[src/rtl/c3rb_pkg.sv]
// ---------------------------------------------------------------------------
// c3rb_pkg
// Types and constants shared by the 3x3 replicate-border filter.
// ---------------------------------------------------------------------------
package c3rb_pkg;

  localparam int PIX_W     = 8;
  localparam int LINES     = 3;
  localparam int TAPS      = 3;
  localparam int COEFF_W   = 16;
  localparam int ROW_W     = TAPS * COEFF_W;
  localparam int PROD_W    = PIX_W + 1 + COEFF_W;   // unsigned pixel times signed coeff
  localparam int SUM_W     = PROD_W + 4;            // nine products plus rounding
  localparam int OUT_SHIFT = 12;
  localparam int OUT_ROUND = 1 << (OUT_SHIFT - 1);
  localparam int PIX_MAX   = (1 << PIX_W) - 1;
  localparam int CFG_IDX_W = 2;

  // Middle row resets to a center tap of 1.0 (4096), a passthrough.
  localparam logic [ROW_W-1:0] ROW_MIDDLE_RST = ROW_W'(4096) << COEFF_W;

  typedef enum logic [CFG_IDX_W-1:0] {
    CFG_ROW_TOP    = 2'd0,
    CFG_ROW_MIDDLE = 2'd1,
    CFG_ROW_BOTTOM = 2'd2
  } cfg_idx_e;

  // One column: line 0 top, 1 middle, 2 bottom.
  typedef logic [LINES-1:0][PIX_W-1:0] col_t;

  // Coefficient bank: row r, tap p at [r][COEFF_W*p +: COEFF_W].
  typedef logic [LINES-1:0][ROW_W-1:0] coeff_bank_t;

  // One 3x3 window: cols[0] left, cols[1] center, cols[2] right.
  typedef struct packed {
    col_t [TAPS-1:0] cols;
    logic            last;
  } win_t;

endpackage

[src/rtl/conv3x3_replicate_border_clamp.sv]
// ---------------------------------------------------------------------------
// conv3x3_replicate_border_clamp
// Streaming 3x3 convolution over three lines with replicated borders.
// ---------------------------------------------------------------------------
// Usage:
//   Input channel: one column per transfer (top, middle, bottom pixel) plus
//   line_end_i on the last column of a line. Output channel: one filtered
//   pixel per transfer, line_last_o on the final pixel of each line.
//   The first column of a line yields nothing; every later column yields the
//   pixel to its left; a line end yields one extra pixel for the last column
//   (a one-column line yields a single pixel, the column replicated).
//   Throughput: one column per cycle unless stalled; a line end of two or
//   more columns raises in_stall_o until the second pixel enters the
//   window register.
//   Pipeline: a pixel's window register loads at the transfer of the column
//   that completes its window, followed by the product and result
//   registers.
//   Stalls: out_stall_i holds the result register; the product and
//   window registers fill behind it, and in_stall_o rises once they are
//   full or a second line-end pixel waits. Nothing is dropped or repeated.
//   Configuration: cfg_we_i writes a 48-bit coefficient row (index 0 top,
//   1 middle, 2 bottom; index 3 ignored). Write only while the pipe is empty.
//   Reset: clears the column history to start of line, empties the pipe and
//   loads the passthrough kernel (middle center 4096, all else 0).
// ---------------------------------------------------------------------------
module conv3x3_replicate_border_clamp (
  input  logic                           clk_i,
  input  logic                           rst_ni,
  input  logic                           cfg_we_i,
  input  logic [c3rb_pkg::CFG_IDX_W-1:0] cfg_idx_i,
  input  logic [c3rb_pkg::ROW_W-1:0]     cfg_data_i,
  input  logic                           in_valid_i,
  output logic                           in_stall_o,
  input  logic [7:0]                     pixel_top_i,
  input  logic [7:0]                     pixel_middle_i,
  input  logic [7:0]                     pixel_bottom_i,
  input  logic                           line_end_i,
  output logic                           out_valid_o,
  input  logic                           out_stall_i,
  output logic [7:0]                     filtered_pixel_o,
  output logic                           line_last_o
);
  import c3rb_pkg::*;

  coeff_bank_t coeff_q, coeff_d;
  col_t        col;
  win_t        win;
  logic        win_valid, win_stall;

  // Coefficient rows: decode the index, ignore the unused code.
  always_comb begin
    coeff_d = coeff_q;
    if (cfg_we_i) begin
      unique case (cfg_idx_e'(cfg_idx_i))
        CFG_ROW_TOP:    coeff_d[0] = cfg_data_i;
        CFG_ROW_MIDDLE: coeff_d[1] = cfg_data_i;
        CFG_ROW_BOTTOM: coeff_d[2] = cfg_data_i;
        default:        coeff_d    = coeff_q;
      endcase
    end
  end

  always_ff @(posedge clk_i or negedge rst_ni) begin
    if (!rst_ni) begin
      coeff_q <= {ROW_W'(0), ROW_MIDDLE_RST, ROW_W'(0)};
    end else begin
      coeff_q <= coeff_d;
    end
  end

  // Pack the column: line 0 is the top line.
  assign col = {pixel_bottom_i, pixel_middle_i, pixel_top_i};

  c3rb_window u_window (
    .clk_i       (clk_i),
    .rst_ni      (rst_ni),
    .in_valid_i  (in_valid_i),
    .in_stall_o  (in_stall_o),
    .col_i       (col),
    .line_end_i  (line_end_i),
    .win_valid_o (win_valid),
    .win_o       (win),
    .win_stall_i (win_stall)
  );

  c3rb_mac u_mac (
    .clk_i            (clk_i),
    .rst_ni           (rst_ni),
    .win_valid_i      (win_valid),
    .win_stall_o      (win_stall),
    .win_i            (win),
    .coeff_i          (coeff_q),
    .out_valid_o      (out_valid_o),
    .out_stall_i      (out_stall_i),
    .filtered_pixel_o (filtered_pixel_o),
    .line_last_o      (line_last_o)
  );

endmodule

[src/rtl/c3rb_window.sv]
// ---------------------------------------------------------------------------
// c3rb_window
// Column history and border sequencing; issues one window per output pixel.
// ---------------------------------------------------------------------------
module c3rb_window (
  input  logic           clk_i,
  input  logic           rst_ni,
  input  logic           in_valid_i,
  output logic           in_stall_o,
  input  c3rb_pkg::col_t col_i,
  input  logic           line_end_i,
  output logic           win_valid_o,
  output c3rb_pkg::win_t win_o,
  input  logic           win_stall_i
);
  import c3rb_pkg::*;

  typedef enum logic [1:0] {
    SEEN_NONE,
    SEEN_ONE,
    SEEN_MANY
  } seen_e;

  seen_e seen_q, seen_d;
  col_t  older_q, older_d, newer_q, newer_d;
  win_t  win_q, win_d, pend_q, pend_d;
  logic  win_vld_q, win_vld_d, pend_vld_q, pend_vld_d;
  logic  win_free, accept;

  assign win_free    = !win_vld_q || !win_stall_i;
  assign in_stall_o  = !win_free || pend_vld_q;
  assign accept      = in_valid_i && !in_stall_o;
  assign win_valid_o = win_vld_q;
  assign win_o       = win_q;

  always_comb begin
    seen_d     = seen_q;
    older_d    = older_q;
    newer_d    = newer_q;
    win_d      = win_q;
    pend_d     = pend_q;
    pend_vld_d = pend_vld_q;
    win_vld_d  = win_vld_q && !win_free;
    if (pend_vld_q && win_free) begin
      // second pixel of a line end
      win_d      = pend_q;
      win_vld_d  = 1'b1;
      pend_vld_d = 1'b0;
    end else if (accept) begin
      unique case (seen_q)
        SEEN_NONE: begin
          if (line_end_i) begin
            win_d     = '{cols: {col_i, col_i, col_i}, last: 1'b1};
            win_vld_d = 1'b1;
          end else begin
            newer_d = col_i;
            seen_d  = SEEN_ONE;
          end
        end
        SEEN_ONE, SEEN_MANY: begin
          win_d.cols = {col_i, newer_q, (seen_q == SEEN_ONE) ? newer_q : older_q};
          win_d.last = 1'b0;
          win_vld_d  = 1'b1;
          if (line_end_i) begin
            pend_d     = '{cols: {col_i, col_i, newer_q}, last: 1'b1};
            pend_vld_d = 1'b1;
            seen_d     = SEEN_NONE;
          end else begin
            seen_d = SEEN_MANY;
          end
          older_d = newer_q;
          newer_d = col_i;
        end
        default: seen_d = SEEN_NONE;
      endcase
    end
  end

  always_ff @(posedge clk_i or negedge rst_ni) begin
    if (!rst_ni) begin
      seen_q     <= SEEN_NONE;
      older_q    <= '0;
      newer_q    <= '0;
      win_q      <= '0;
      pend_q     <= '0;
      win_vld_q  <= 1'b0;
      pend_vld_q <= 1'b0;
    end else begin
      seen_q     <= seen_d;
      older_q    <= older_d;
      newer_q    <= newer_d;
      win_q      <= win_d;
      pend_q     <= pend_d;
      win_vld_q  <= win_vld_d;
      pend_vld_q <= pend_vld_d;
    end
  end

endmodule

[src/rtl/c3rb_mac.sv]
// ---------------------------------------------------------------------------
// c3rb_mac
// Nine products, then sum, round, shift and clamp into the result register.
// ---------------------------------------------------------------------------
module c3rb_mac (
  input  logic                  clk_i,
  input  logic                  rst_ni,
  input  logic                  win_valid_i,
  output logic                  win_stall_o,
  input  c3rb_pkg::win_t        win_i,
  input  c3rb_pkg::coeff_bank_t coeff_i,
  output logic                  out_valid_o,
  input  logic                  out_stall_i,
  output logic [7:0]            filtered_pixel_o,
  output logic                  line_last_o
);
  import c3rb_pkg::*;

  logic signed [PROD_W-1:0] prod_q [LINES][TAPS];
  logic signed [PROD_W-1:0] prod_d [LINES][TAPS];
  logic                     prod_vld_q, prod_last_q;
  logic                     out_vld_q, out_last_q;
  logic [PIX_W-1:0]         out_pix_q, out_pix_d;
  logic                     out_free, prod_free;

  assign out_free    = !out_vld_q || !out_stall_i;
  assign prod_free   = !prod_vld_q || out_free;
  assign win_stall_o = !prod_free;

  always_comb begin
    for (int r = 0; r < LINES; r++) begin
      for (int p = 0; p < TAPS; p++) begin
        prod_d[r][p] = PROD_W'($signed({1'b0, win_i.cols[p][r]}))
                     * PROD_W'($signed(coeff_i[r][COEFF_W*p +: COEFF_W]));
      end
    end
  end

  always_comb begin
    logic signed [SUM_W-1:0]    acc;
    logic [SUM_W-OUT_SHIFT-1:0] shifted;
    acc = SUM_W'(OUT_ROUND);
    for (int r = 0; r < LINES; r++) begin
      for (int p = 0; p < TAPS; p++) begin
        acc = acc + SUM_W'(prod_q[r][p]);
      end
    end
    shifted = acc[SUM_W-1:OUT_SHIFT];
    if (acc[SUM_W-1]) begin
      out_pix_d = '0;
    end else if (shifted > (SUM_W-OUT_SHIFT)'(PIX_MAX)) begin
      out_pix_d = PIX_W'(PIX_MAX);
    end else begin
      out_pix_d = shifted[PIX_W-1:0];
    end
  end

  always_ff @(posedge clk_i or negedge rst_ni) begin
    if (!rst_ni) begin
      prod_vld_q <= 1'b0;
      out_vld_q  <= 1'b0;
    end else begin
      if (prod_free) begin
        prod_vld_q <= win_valid_i;
      end
      if (out_free) begin
        out_vld_q <= prod_vld_q;
      end
    end
  end

  always_ff @(posedge clk_i) begin
    if (prod_free && win_valid_i) begin
      prod_q      <= prod_d;
      prod_last_q <= win_i.last;
    end
    if (out_free && prod_vld_q) begin
      out_pix_q  <= out_pix_d;
      out_last_q <= prod_last_q;
    end
  end

  assign out_valid_o      = out_vld_q;
  assign filtered_pixel_o = out_pix_q;
  assign line_last_o      = out_last_q;

endmodule

[config.mk]
export PLATFORM = sky130hd
export DESIGN_NAME = conv3x3_replicate_border_clamp
export DESIGN_NICKNAME = d
export VERILOG_FILES = /design/src/rtl/c3rb_pkg.sv /design/src/rtl/conv3x3_replicate_border_clamp.sv /design/src/rtl/c3rb_window.sv /design/src/rtl/c3rb_mac.sv
export SDC_FILE = /design/constraint.sdc
export NUM_CORES = 2
export LEC_CHECK = 0
export ABC_AREA = 1
export ABC_CLOCK_PERIOD_IN_PS = 8400
export BUFFER_PORTS_ARGS = -buffer_cell sky130_fd_sc_hd__buf_2
export CORE_ASPECT_RATIO = 0.5
export CORE_MARGIN = 2
export CORE_UTILIZATION = 48
export DETAILED_ROUTE_END_ITERATION = 16
export GPL_TIMING_DRIVEN = 0
export PLACE_DENSITY = 0.65
export SLEW_MARGIN = 20
export SYNTH_ARGS = -nofsm -noshare
export SYNTH_HDL_FRONTEND = slang
export SYNTH_SLANG_ARGS = --single-unit
[constraint.sdc]
create_clock -name clk_i -period 8.4 [get_ports clk_i]
set_clock_uncertainty 0.15 [all_clocks]
set_input_delay 1.26 -clock clk_i [delete_from_list [all_inputs] [get_ports clk_i]]
set_output_delay 1.26 -clock clk_i [all_outputs]
set_load 0.03 [all_outputs]
==> metrics.md <==
| Metric | Value |
|---|---|
| Metal3 WL | `21,800 um` |
| Syn-to-layout area delta | `7.57%` |
| CTS tree | `done` |
| Status | `completed` |
| Setup crit end kind | `register` |
| Rows | `99` |
| Post-Place Cells | `10.6k` |
| Die Span Y | `275 um` |
| Total Wirelength | `207,000 um` |
| Detailed Route Iter0 Violations | `roughly 5k` |
| Netlist cell types | `56` |
| Most used DFF post-synth | `dfrtp_1` |
| Vias in the first global route | `53.9k` |
| Die footprint | `150,000 um^2` |
| Synth Register Bits | `around 560` |
| Post-synthesis sequential area ratio | `a little over a fifth` |
| Critical path class | `register to register` |
| CP startpoint kind | `register` |
| Wire length on met2 | `around 87,000 um` |
| Critical Path AT | `roughly 7500 ps` |
| Overall routing resource usage | `about 28%` |
| Fin. max-slew vios | `0` |
| First-pass GRT wire length | `318,000 um` |
| CTS root buf | `clkbuf_16` |
| Final core occ | `52.0%` |
| Post-route ant nets | `0` |
| Hold WC Path Type | `register to register` |
| Die width | `546 um` |
| Reg2reg end | `u_mac.filtered_pixel_o[0]` |
| Largest net degree at the start of global routing | `115` |
| Reg2reg path depth | `29` |
| Syn nets | `10.2k` |
| DR top layer | `met5` |
| Final Hold Fails | `0` |
| Flop-to-flop setup slack | `1190 ps` |
| Worst-Skew Late Latency | `740 ps` |
| Maximum fanout along the worst path | `8` |
| Post-Synthesis Cells | `8,550` |
| Synth warn | `0` |
| Ratio of cells with drive above 1 in the final layout | `3.33%` |
| Worst Hold Depth | `2` |
| Hold path startpoint | `u_window.pend_q[0]` |
| CP dominant cell by count | `nand2_1` |
| Initial antenna violation count | `22` |
| Hold Path Sink | `u_window.pend_q[0]` |
| Post_cts resized | `0` |
| Max_cap viols | `0` |
| Mean Syn Cell Area | `about 8.2 um^2` |
| Vias | `54.8k` |
| CP required | `around 8600 ps` |
| Period utilization | `85.9%` |
| Post-synth EDFFs | `235` |
| Drt via density | `5.10` |
| Port buffer count | `90` |
| Finished Layout Cells | `10.7k` |
| Htree depth | `2` |
| Post-CTS Hold Buffers | `0` |
| Ys async rst share | `between 50% and 60%` |
| Core area | `146,000 um^2` |
| Unrepaired setup endpoints after global routing | `no` |
| Boundary Pins | `91` |
| Fillers | `13.9k` |
| Worst slack, placed | `1350 ps` |
| Reg clk slew, reported paths | `70 ps` |
| Mapped Area | `70,500 um^2` |
| Launch point of the worst reg-to-reg path | `u_mac.prod_q[201]` |
| Worst path slowest cell | `fa_1` |
| Final min period | `7210 ps` |
| Drt wl/cell | `19.3 um` |
| Starting density of the core | `48.3%` |
| Final Net Count | `10.4k` |
| Slew Limit Headroom | `18.7%` |
| Worst-case clock buffer depth | `3` |
| DRC violations left | `0` |
| Setup Buffers After CTS | `0` |
| Drt first pass iters | `6` |
| Placer Congestion | `0.974` |
| Fmax | `139 MHz` |
| Setup ws final | `1190 ps` |
| CTS Buf Count | `just under 60` |
| Final global-route overflow total | `0` |
| TNS Setup | `0 ps` |
| Slowest stage delay, CP | `600 ps` |
| Clock sink total | `555` |
| Tightest Pin Transition | `1220 ps` |
| WL met1 | `92,700 um` |
| Post-DP HPWL | `173,000 um` |
| Final setup fails | `0` |
synthesized netlist by cell type, types with 12 or more instances:
library cell / number / area (um^2)
inv_1: 2504 / 9400
nand2_1: 2038 / 7650
fa_1: 1076 / 21500
ha_1: 531 / 6640
o21ai_0: 377 / 1890
clkbuf_1: 345 / 1290
dfrtp_1: 319 / 7980
a21oi_1: 261 / 1310
edfxtp_1: 235 / 7060
nand3_1: 167 / 836
xor2_1: 135 / 1180
nor2_1: 118 / 443
xnor2_1: 105 / 920
nand4_1: 50 / 313
o211ai_1: 33 / 248
nor3_1: 24 / 120
o21bai_1: 20 / 150
a31oi_1: 19 / 119
o21ai_1: 19 / 95.1
nor4_1: 17 / 106
buf_2: 13 / 65.1
o22ai_1: 12 / 75.1
logic make-up after synthesis:
kind of cell             synth area share [%]
AO/OA/AOI/OAI                            6.27
XOR/XNOR                                 2.98
adder cells (fa/ha/maj)                  40.0
flip-flops                               21.4
AND/OR/NAND/NOR                          13.9
buffers and inverters                    15.5
worst max-delay path: cells and delay by family, from the launching register on:
kind	cells	cell delay, ps
fa+ha+maj	8	3320
simple gates	12	1400
compound gates	4	850
xor+xnor	1	510
flops	1	400
buf+inv	4	300
worst max-delay path by stage:
stage / startpoint / endpoint / slack, ps / depth (start not counted)
after floorplan: out_stall_i / u_mac.prod_last_q / 1840 / 5
after detailed placement: u_mac.prod_q[201] / u_mac.filtered_pixel_o[5] / 1350 / 29
final: u_mac.prod_q[201] / u_mac.filtered_pixel_o[0] / 1190 / 29
after global routing: u_mac.prod_q[201] / u_mac.filtered_pixel_o[0] / 810 / 29
after global placement: rst_ni / coeff_q[17] / -940 / 1
after CTS: u_mac.prod_q[201] / u_mac.filtered_pixel_o[5] / 1300 / 29
through the flow:
| stage | hold slack, ps | instance area [um^2] |
|---|---|---|
| floorplan | 250 | 70500 |
| global placement | 284 | 73400 |
| detailed placement | 296 | 73600 |
| CTS | 313 | 75800 |
| global route | 348 | 75800 |
| finish | 314 | 75800 |
area by class of cell:
| cell class | count | area [um^2] | share of cell area [%] |
|---|---|---|---|
| buffer | 376 | 1480 | 1.95 |
| tap | 1969 | 2460 | 3.25 |
| clock inverter | 42 | 623 | 0.822 |
| multi-input combinational | 5106 | 44500 | 58.7 |
| antenna | 4 | 10.0 | 0.0132 |
| clock buffer | 67 | 1560 | 2.06 |
| inverter | 2513 | 9440 | 12.5 |
| timing repair buffer | 99 | 651 | 0.858 |
| sequential | 555 | 15100 | 19.9 |
placed cells by master (no fill, tap or decap), types with 10 or more instances in the layout:
cell type     n
a31oi_1      19
dfrtp_1     319
edfxtp_1    235
clkbuf_16    60
nor3_1       24
nand2_1    2038
buf_2       102
nand3_1     166
inv_1      2503
o211ai_1     33
bufinv_16    11
nand4_1      50
xor2_1      135
nor4_1       17
o21ai_1      19
o21bai_1     20
ha_1        531
nand2_2      10
buf_4        11
o21ai_0     377
nor2_2       10
fa_1       1076
clkbuf_1    343
o22ai_1      12
nor2_1      118
xnor2_1     105
a21oi_1     260
layer usage:
metal	vias up	GRT usage, %
met5	-	0
met4	10	6.43
met3	269	6.81
met2	2055	42.0
met1	27100	41.1
li1	25300	-
registers in the layout, summed over array words and instances, names as in the netlist:
register and count:
u_mac.out_valid_o 1, u_window.seen_q 2, u_window.older_q 24, u_mac.line_last_o 1, u_mac.prod_vld_q 1, u_window.pend_q 49
u_window.win_o 73, u_mac.filtered_pixel_o 8, u_mac.prod_last_q 1, u_window.pend_vld_q 1, u_window.win_valid_o 1, u_window.newer_q 24
coeff_q 144, u_mac.prod_q 225
Power is left out: the tool's default activity adds up to more than one toggle a clock period on the data nets, which glitch-free logic cannot reach.
